[src/sv/eol_pkg.sv]
`timescale 1ns / 1ps
// Shared types, codes and character constants for the expression operator lexer.
// No dependencies; every other file refers to this package by scoped names.
package eol_pkg;

  localparam int NumCodes = 6;
  localparam int CfgIdxW  = 3;

  typedef enum logic [2:0] {
    REG_AND           = 3'd0,
    REG_OR            = 3'd1,
    REG_EQUAL         = 3'd2,
    REG_GREATER_EQUAL = 3'd3,
    REG_LESS_EQUAL    = 3'd4,
    REG_NOT_EQUAL     = 3'd5
  } reg_idx_t;

  typedef enum logic [1:0] {
    STAT_OK      = 2'd0,
    STAT_QUOTE   = 2'd1,
    STAT_INVALID = 2'd2
  } status_t;

  typedef enum logic [7:0] {
    ST_NORM  = 8'b0000_0001,
    ST_QUOTE = 8'b0000_0010,
    ST_AND   = 8'b0000_0100,
    ST_OR    = 8'b0000_1000,
    ST_EQ    = 8'b0001_0000,
    ST_GE    = 8'b0010_0000,
    ST_LE    = 8'b0100_0000,
    ST_NOT   = 8'b1000_0000
  } lex_state_t;

  localparam logic [7:0] CH_SPACE = 8'h20;
  localparam logic [7:0] CH_QUOTE = 8'h22;
  localparam logic [7:0] CH_AMP   = 8'h26;
  localparam logic [7:0] CH_BAR   = 8'h7C;
  localparam logic [7:0] CH_EQ    = 8'h3D;
  localparam logic [7:0] CH_GT    = 8'h3E;
  localparam logic [7:0] CH_LT    = 8'h3C;
  localparam logic [7:0] CH_BANG  = 8'h21;

  typedef logic [NumCodes-1:0][7:0] codes_t;

  localparam codes_t CODES_RESET = {8'd64, 8'd37, 8'd96, 8'd92, 8'd63, 8'd126};

  typedef struct packed {
    logic [7:0] ch;
    logic       is_status;
    logic [1:0] status;
    logic       last;
  } res_t;

  typedef struct packed {
    logic       vld;
    logic [1:0] cnt;
    res_t       r0;
    res_t       r1;
  } pair_t;

  function automatic res_t char_res(input logic [7:0] ch, input logic last);
    res_t r;
    r.ch        = ch;
    r.is_status = 1'b0;
    r.status    = STAT_OK;
    r.last      = last;
    return r;
  endfunction

endpackage

[src/sv/expression_operator_lexer.sv]
`timescale 1ns / 1ps
// Expression operator lexer: rewrites a character stream and folds two-character operators.
// Top level; instantiates eol_cfg_regs, eol_lex and eol_obuf, all built on eol_pkg.
//
// The input channel carries one item per transfer: a character or an end marker.
// Each item yields zero, one or two results on the output channel; the final result
// of an item has out_last set, and an end marker yields one status result.
// An item passes through an input register, the lexer decode and a result register.
// The first result of an item is presented from the result register once the item has
// passed the input register and the lexer decode.
// Items that yield one result or none are taken at one per cycle while the receiver
// does not stall. An item that yields two results holds the result register for two
// transfers, so a broken operator holds back the items behind it until both are taken.
// When the receiver stalls, the result register holds, then the input register
// fills, and in_stall rises; no item or result is lost.
// A synchronous reset with rst_n low empties both registers, returns the lexer to
// its normal state and loads the default operator codes.
// The operator codes are written on cfg_we with cfg_index 0 to 5, other indexes being
// ignored; the user must write them only while idle, the block does not enforce this.
module expression_operator_lexer (
  input  logic                      clk,
  input  logic                      rst_n,
  input  logic                      in_valid,
  output logic                      in_stall,
  input  logic                      in_command,
  input  logic [7:0]                in_char_code,
  output logic                      out_valid,
  input  logic                      out_stall,
  output logic [7:0]                out_char,
  output logic                      out_is_status,
  output logic [1:0]                out_status,
  output logic                      out_last,
  input  logic                      cfg_we,
  input  logic [eol_pkg::CfgIdxW-1:0] cfg_index,
  input  logic [7:0]                cfg_data
);

  eol_pkg::codes_t codes;
  eol_pkg::pair_t  pair;
  logic            adv;

  eol_cfg_regs u_cfg (
    .clk       (clk),
    .rst_n     (rst_n),
    .cfg_we    (cfg_we),
    .cfg_index (cfg_index),
    .cfg_data  (cfg_data),
    .codes     (codes)
  );

  eol_lex u_lex (
    .clk          (clk),
    .rst_n        (rst_n),
    .in_valid     (in_valid),
    .in_stall     (in_stall),
    .in_command   (in_command),
    .in_char_code (in_char_code),
    .codes        (codes),
    .adv          (adv),
    .pair         (pair)
  );

  eol_obuf u_obuf (
    .clk           (clk),
    .rst_n         (rst_n),
    .pair          (pair),
    .adv           (adv),
    .out_valid     (out_valid),
    .out_stall     (out_stall),
    .out_char      (out_char),
    .out_is_status (out_is_status),
    .out_status    (out_status),
    .out_last      (out_last)
  );

endmodule

[src/sv/eol_cfg_regs.sv]
`timescale 1ns / 1ps
// Operator code registers written through the plain configuration port.
// Depends on eol_pkg for the register indexes and reset values.
module eol_cfg_regs (
  input  logic                      clk,
  input  logic                      rst_n,
  input  logic                      cfg_we,
  input  logic [eol_pkg::CfgIdxW-1:0] cfg_index,
  input  logic [7:0]                cfg_data,
  output eol_pkg::codes_t           codes
);

  eol_pkg::codes_t codes_r;
  eol_pkg::codes_t codes_nxt;

  always_comb begin
    codes_nxt = codes_r;
    if (cfg_we) begin
      case (cfg_index)
        eol_pkg::REG_AND:           codes_nxt[0] = cfg_data;
        eol_pkg::REG_OR:            codes_nxt[1] = cfg_data;
        eol_pkg::REG_EQUAL:         codes_nxt[2] = cfg_data;
        eol_pkg::REG_GREATER_EQUAL: codes_nxt[3] = cfg_data;
        eol_pkg::REG_LESS_EQUAL:    codes_nxt[4] = cfg_data;
        eol_pkg::REG_NOT_EQUAL:     codes_nxt[5] = cfg_data;
        default:                    codes_nxt = codes_r;
      endcase
    end
  end

  always_ff @(posedge clk) begin
    if (!rst_n) begin
      codes_r <= eol_pkg::CODES_RESET;
    end else begin
      codes_r <= codes_nxt;
    end
  end

  assign codes = codes_r;

endmodule

[src/sv/eol_lex.sv]
`timescale 1ns / 1ps
// Input register, lexer state and the decode that turns one item into up to two results.
// Depends on eol_pkg; hands a result pair to eol_obuf when that buffer can take it.
module eol_lex (
  input  logic            clk,
  input  logic            rst_n,
  input  logic            in_valid,
  output logic            in_stall,
  input  logic            in_command,
  input  logic [7:0]      in_char_code,
  input  eol_pkg::codes_t codes,
  input  logic            adv,
  output eol_pkg::pair_t  pair
);

  logic                vld_r;
  logic                vld_nxt;
  logic                cmd_r;
  logic [7:0]          ch_r;
  eol_pkg::lex_state_t state_r;
  eol_pkg::lex_state_t state_nxt;
  eol_pkg::pair_t      pair_c;
  logic [7:0]          pend_ch;
  logic [7:0]          partner;
  logic [7:0]          op_code;
  logic                accept;

  assign in_stall = vld_r && !adv;
  assign accept   = in_valid && !in_stall;

  always_comb begin
    pend_ch = eol_pkg::CH_BANG;
    partner = eol_pkg::CH_EQ;
    op_code = codes[5];
    case (state_r)
      eol_pkg::ST_AND: begin
        pend_ch = eol_pkg::CH_AMP;
        partner = eol_pkg::CH_AMP;
        op_code = codes[0];
      end
      eol_pkg::ST_OR: begin
        pend_ch = eol_pkg::CH_BAR;
        partner = eol_pkg::CH_BAR;
        op_code = codes[1];
      end
      eol_pkg::ST_EQ: begin
        pend_ch = eol_pkg::CH_EQ;
        op_code = codes[2];
      end
      eol_pkg::ST_GE: begin
        pend_ch = eol_pkg::CH_GT;
        op_code = codes[3];
      end
      eol_pkg::ST_LE: begin
        pend_ch = eol_pkg::CH_LT;
        op_code = codes[4];
      end
      default: begin
        pend_ch = eol_pkg::CH_BANG;
        partner = eol_pkg::CH_EQ;
        op_code = codes[5];
      end
    endcase
  end

  always_comb begin
    state_nxt = state_r;
    pair_c.vld = vld_r;
    pair_c.cnt = 2'd0;
    pair_c.r0  = eol_pkg::char_res(ch_r, 1'b1);
    pair_c.r1  = eol_pkg::char_res(ch_r, 1'b1);
    if (cmd_r) begin
      state_nxt           = eol_pkg::ST_NORM;
      pair_c.cnt          = 2'd1;
      pair_c.r0.ch        = 8'd0;
      pair_c.r0.is_status = 1'b1;
      case (state_r)
        eol_pkg::ST_NORM:  pair_c.r0.status = eol_pkg::STAT_OK;
        eol_pkg::ST_QUOTE: pair_c.r0.status = eol_pkg::STAT_QUOTE;
        default:           pair_c.r0.status = eol_pkg::STAT_INVALID;
      endcase
    end else begin
      case (state_r)
        eol_pkg::ST_NORM: begin
          pair_c.cnt = 2'd0;
          case (ch_r)
            eol_pkg::CH_SPACE: state_nxt = eol_pkg::ST_NORM;
            eol_pkg::CH_AMP:   state_nxt = eol_pkg::ST_AND;
            eol_pkg::CH_BAR:   state_nxt = eol_pkg::ST_OR;
            eol_pkg::CH_EQ:    state_nxt = eol_pkg::ST_EQ;
            eol_pkg::CH_GT:    state_nxt = eol_pkg::ST_GE;
            eol_pkg::CH_LT:    state_nxt = eol_pkg::ST_LE;
            eol_pkg::CH_BANG:  state_nxt = eol_pkg::ST_NOT;
            eol_pkg::CH_QUOTE: begin
              state_nxt  = eol_pkg::ST_QUOTE;
              pair_c.cnt = 2'd1;
            end
            default:           pair_c.cnt = 2'd1;
          endcase
        end
        eol_pkg::ST_QUOTE: begin
          pair_c.cnt = 2'd1;
          if (ch_r == eol_pkg::CH_QUOTE) begin
            state_nxt = eol_pkg::ST_NORM;
          end
        end
        eol_pkg::ST_AND, eol_pkg::ST_OR, eol_pkg::ST_EQ,
        eol_pkg::ST_GE, eol_pkg::ST_LE, eol_pkg::ST_NOT: begin
          state_nxt = eol_pkg::ST_NORM;
          if (ch_r == partner) begin
            pair_c.cnt = 2'd1;
            pair_c.r0  = eol_pkg::char_res(op_code, 1'b1);
          end else if (ch_r == eol_pkg::CH_SPACE) begin
            pair_c.cnt = 2'd1;
            pair_c.r0  = eol_pkg::char_res(pend_ch, 1'b1);
          end else begin
            pair_c.cnt = 2'd2;
            pair_c.r0  = eol_pkg::char_res(pend_ch, 1'b0);
          end
        end
        default: begin
          state_nxt  = eol_pkg::ST_NORM;
          pair_c.cnt = 2'd0;
        end
      endcase
    end
  end

  always_comb begin
    vld_nxt = vld_r;
    if (accept) begin
      vld_nxt = 1'b1;
    end else if (adv) begin
      vld_nxt = 1'b0;
    end
  end

  always_ff @(posedge clk) begin
    if (!rst_n) begin
      vld_r   <= 1'b0;
      state_r <= eol_pkg::ST_NORM;
    end else begin
      vld_r <= vld_nxt;
      if (vld_r && adv) begin
        state_r <= state_nxt;
      end
    end
  end

  always_ff @(posedge clk) begin
    if (accept) begin
      cmd_r <= in_command;
      ch_r  <= in_char_code;
    end
  end

  assign pair = pair_c;

endmodule

[src/sv/eol_obuf.sv]
`timescale 1ns / 1ps
// Result register that holds one result pair and presents it one result per transfer.
// Depends on eol_pkg; signals eol_lex when the next pair may be loaded.
module eol_obuf (
  input  logic           clk,
  input  logic           rst_n,
  input  eol_pkg::pair_t pair,
  output logic           adv,
  output logic           out_valid,
  input  logic           out_stall,
  output logic [7:0]     out_char,
  output logic           out_is_status,
  output logic [1:0]     out_status,
  output logic           out_last
);

  logic [1:0]    cnt_r;
  logic [1:0]    cnt_nxt;
  logic          idx_r;
  logic          idx_nxt;
  eol_pkg::res_t r0_r;
  eol_pkg::res_t r1_r;
  eol_pkg::res_t cur;
  logic          take;
  logic          finish;

  assign out_valid = (cnt_r != 2'd0);
  assign take      = out_valid && !out_stall;
  assign finish    = take && ((cnt_r == 2'd1) || idx_r);
  assign adv       = !out_valid || finish;

  always_comb begin
    cnt_nxt = cnt_r;
    idx_nxt = idx_r;
    if (adv) begin
      cnt_nxt = pair.vld ? pair.cnt : 2'd0;
      idx_nxt = 1'b0;
    end else if (take) begin
      idx_nxt = 1'b1;
    end
  end

  always_ff @(posedge clk) begin
    if (!rst_n) begin
      cnt_r <= 2'd0;
      idx_r <= 1'b0;
    end else begin
      cnt_r <= cnt_nxt;
      idx_r <= idx_nxt;
    end
  end

  always_ff @(posedge clk) begin
    if (adv && pair.vld) begin
      r0_r <= pair.r0;
      r1_r <= pair.r1;
    end
  end

  assign cur           = idx_r ? r1_r : r0_r;
  assign out_char      = cur.ch;
  assign out_is_status = cur.is_status;
  assign out_status    = cur.status;
  assign out_last      = cur.last;

endmodule

[config.mk]
export PLATFORM = sky130hd
export DESIGN_NAME = expression_operator_lexer
export DESIGN_NICKNAME = d
export VERILOG_FILES = /design/src/sv/eol_pkg.sv /design/src/sv/expression_operator_lexer.sv /design/src/sv/eol_cfg_regs.sv /design/src/sv/eol_lex.sv /design/src/sv/eol_obuf.sv
export SDC_FILE = /design/constraint.sdc
export NUM_CORES = 1
export LEC_CHECK = 0
export BUFFER_PORTS_ARGS = -buffer_cell sky130_fd_sc_hd__buf_2
export CORE_MARGIN = 3
export CORE_UTILIZATION = 55
export DETAILED_ROUTE_END_ITERATION = 10
export GPL_TIMING_DRIVEN = 0
export HOLD_SLACK_MARGIN = 0.08
export MAX_ROUTING_LAYER = met4
export PLACE_DENSITY = 0.82
export SYNTH_ARGS = -nofsm -noshare
export SYNTH_HDL_FRONTEND = slang
export SYNTH_SLANG_ARGS = --single-unit
[constraint.sdc]
create_clock -name clk -period 3.94 [get_ports clk]
set_input_delay 0.788 -clock clk [delete_from_list [all_inputs] [get_ports clk]]
set_output_delay 0.788 -clock clk [all_outputs]
set_load 0.02 [all_outputs]
==> summary.txt <==
Timing
  – Final Cycle Share: 72.7%
  – Worst Skew: 0.0192 ns
  – Final Hold Vio Count: 0
  – Fmax: 349 MHz
  – Final setup TNS: 0 ns
  – RSZ-0062 raised after global routing: false
  – Finish-stage setup viols: 0
  – Crit path time final: 2.86 ns
  – Max-slew headroom: 25.5%
  – Slew @ Worst Pin: 1.11 ns
  – Final worst setup slack: 1.08 ns
  – Fin. max-slew vios: 0

Power and ir drop
  – Leak: 1.82 nW
  – Total power: 1.78 mW
  – VDD IR max: 0.200 mV
  – Pint: 1.33 mW
  – Logic pwr share: 7.4%
  – Sw Share: 25.4%
  – P per Cell Area: 370 nW/um2
  – Psw: 0.452 mW
  – Reg power frac: 55.9%
  – Clock power frac: 36.7%

Global route
  – First-pass GRT wire length: 17,600 um
  – GRT overflow: 0
  – Largest net degree at the start of global routing: 23
  – GRT Total Usage: 26.6%
  – Vias in the first global route: 3,627
  – Initial antenna violation count: 0

Worst setup path
  – CP cell instances: clkbuf_1 > or4_1 > clkbuf_1 > nor2_1 > a21oi_1 > a2111oi_0 > a2111oi_2
  – Worst setup EP type: register
  – R2r endpoint: u_obuf.r0_r[6]
  – FF-to-FF Start: u_lex.state_r[2]
  – CP delay by family, top: compound AO/OA/AOI/OAI gates
  – R2R Setup Slk: 1.08 ns
  – Worst-path fanout max: 9
  – Max incr delay on CP: 0.78 ns
  – Most Frequent Cell on Critical Path: clkbuf_1
  – Setup crit start kind: register
  – Crit path buf inv count: 2
  – Crit Path Class: register to register
  – Crit path arrival time: 2.94 ns
  – Crit path depth: 7
  – CP required: 4.02 ns
  – Worst reg2reg path depth: 7
  – Worst path slowest cell: a2111oi_0

Die
  – Die Wd: 94.3 um
  – I/O pin count: 39
  – Die Y: 94.3 um
  – Rows: 31
  – Core box area: 7410 um2
  – Die area: 8890 um2
  – Initial Utilization: 57.8%

Routing
  – DRT iter0 DRCs: 319
  – Final WL: 10,900 um
  – Drt pass-1 iters: 7
  – Total number of vias: 3,842
  – DR vias/cell: 5.98
  – DRT antenna net count: 0
  – Remaining DRCs: 0
  – DR WL/cell: 17.0 um

Placed design
  – PortBufs: 37
  – Placer Congestion: 0.911
  – Detailed-placement wirelength estimate: 7840 um
  – Cell Area, Placed: 4590 um2
  – Setup Slack @ Placement: 1.11 ns

Synthesis
  – Synth area leaders: dfxtp_1, edfxtp_1, nand2_1
  – Synthesized instance count: 490
  – Post-synthesis cell type count: 61
  – Avg Inst Size Synth: 8.75 um2
  – Top-area cell type share of the netlist area: 28.0%
  – Yosys Warn Count: 0
  – Post-synthesis net count: 515
  – Synth Cell Area: 4290 um2
  – Synth area leader: dfxtp_1
  – FFs w/ async S/R, synth: 0%
  – Top FF cell, synth: dfxtp_1
  – Flops & latches, synth: 89
  – Part of the Yosys area used for sequential elements: 48.4%
  – EDFF count, synth: 29

Min path
  – Worst hold start: u_lex.ch_r[1]
  – Hold Path Class: register to register
  – Min-Delay Path Depth: 0
  – Hold Crit Endpoint: u_obuf.r1_r[5]

Clock tree
  – Post-CTS sizing: 0
  – Reg clk slew, reported paths: 0.09 ns
  – Hold Buf Count CTS: 0
  – CTS tree: done
  – Clk sinks: 89
  – CTS buffer count: 9
  – Postcts setup bufs: 0
  – Root Buffer: clkbuf_8
  – Clock latency at the later pin of the worst-skew pair: 0.37 ns
  – Clk buf depth: 2
  – H-tree levels: 3

Job
  – Maxcap violations: 0

Outcome
  – Status: finished, final reports clean

Finish
  – Design Area, Final: 4800 um2
  – Ant diodes: 0
  – Post-layout util: 64.8%
  – Nets@finish: 563
  – Layout area overhead: 12.1%
  – Layout cells sized above 1: 13.8%
sequential cells by signal, indices dropped and copies added (netlist names):
| name | cells |
|---|---|
| u_cfg.codes | 48 |
| u_obuf.r0_r | 12 |
| u_lex.ch_r | 8 |
| u_lex.state_r | 8 |
| u_obuf.r1_r | 8 |
| u_obuf.cnt_r | 2 |
| u_lex.cmd_r | 1 |
| u_lex.vld_r | 1 |
| u_obuf.idx_r | 1 |
power groups by stage:
stage / clock network, mW / logic [mW] / registers [mW]
after floorplan: 0 / 0.0817 / 1.01
after detailed placement: 0 / 0.130 / 1.01
after global routing: 0.697 / 0.146 / 0.997
after CTS: 0.658 / 0.131 / 0.994
after global placement: 0 / 0.126 / 1.01
final: 0.653 / 0.132 / 0.994
synthesized netlist by cell type, types with 2 or more instances:
cell type,instances
a21o_1,2
a21oi_1,33
a22o_1,5
a22oi_1,15
a311oi_1,3
a31oi_1,3
and3_1,2
clkbuf_1,22
dfxtp_1,60
edfxtp_1,29
inv_1,6
mux2_2,8
mux2i_1,9
nand2_1,127
nand2b_1,7
nand3_1,31
nand3b_1,2
nand4_1,2
nor2_1,34
nor2b_1,19
nor3_1,7
nor4_1,4
nor4b_1,2
o211ai_1,3
o21ai_0,6
o22ai_1,5
o31ai_1,2
o32ai_1,4
or2_2,3
or4_1,2
xnor2_1,2
xor2_1,2
area by class of cell:
cell class / instances / area (um2)
tap: 99 / 124
buffer: 23 / 93.8
sequential: 89 / 2070
inverter: 6 / 22.5
fill: 633 / 2610
timing repair buffer: 37 / 185
clock inverter: 7 / 83.8
clock buffer: 9 / 124
multi-input combinational: 372 / 2100
layer usage:
layer | vias up | share of wire, % | global-route usage, %
met3 | 24 | 7.6 | 6.89
met2 | 163 | 49 | 43.3
li1 | 1846 | - | -
met1 | 1809 | 42 | 32.2
met4 | 0 | 1.9 | 8.90
met5 | - | 0 | -
worst max path at each step:
| stage | startpoint | endpoint | slack, ns |
|---|---|---|---|
| 5_1_grt | u_lex.state_r[2] | u_obuf.r0_r[6] | 0.99 |
| 6_report | u_lex.state_r[2] | u_obuf.r0_r[6] | 1.08 |
| 3_5_place_dp | out_stall | u_lex.state_r[4] | 1.11 |
| 4_1_cts | u_obuf.idx_r | out_char[7] | 1.13 |
| 2_1_floorplan | u_lex.ch_r[3] | u_obuf.r0_r[6] | 1.60 |
| 3_3_place_gp | out_stall | u_lex.state_r[6] | 1.17 |
stage by stage:
stage | hold WS, ns | cells
after global routing | 0.472 | 642
final | 0.449 | 642
after CTS | 0.450 | 642
after detailed placement | 0.449 | 626
after global placement | 0.434 | 626
after floorplan | 0.424 | 490
cell families after synthesis:
kind of cell	after synthesis	share of synthesized area (%)
XOR/XNOR	4	0.818
adder cells (fa/ha/maj)	1	0.234
buffers and inverters	29	2.72
AO/OA/AOI/OAI	99	16.2
multiplexers	17	4.20
flip-flops	89	48.4
AND/OR/NAND/NOR	251	27.5
layout by cell type (no fill, tap or decap), drive strengths merged, types with 3 or more instances in the layout:
cell type	count
or2	3
nor2	34
a22o	5
mux2i	9
nand3	31
nand2b	7
a21oi	33
a31oi	3
nor3	7
nor2b	19
dfxtp	60
or4	3
o32ai	4
inv	10
o22ai	5
nor4	5
a311oi	4
mux2	8
nand2	128
clkbuf	31
a22oi	15
o21ai	7
edfxtp	29
o211ai	3
buf	38
Note: power is estimated with default switching activity, not from simulation.
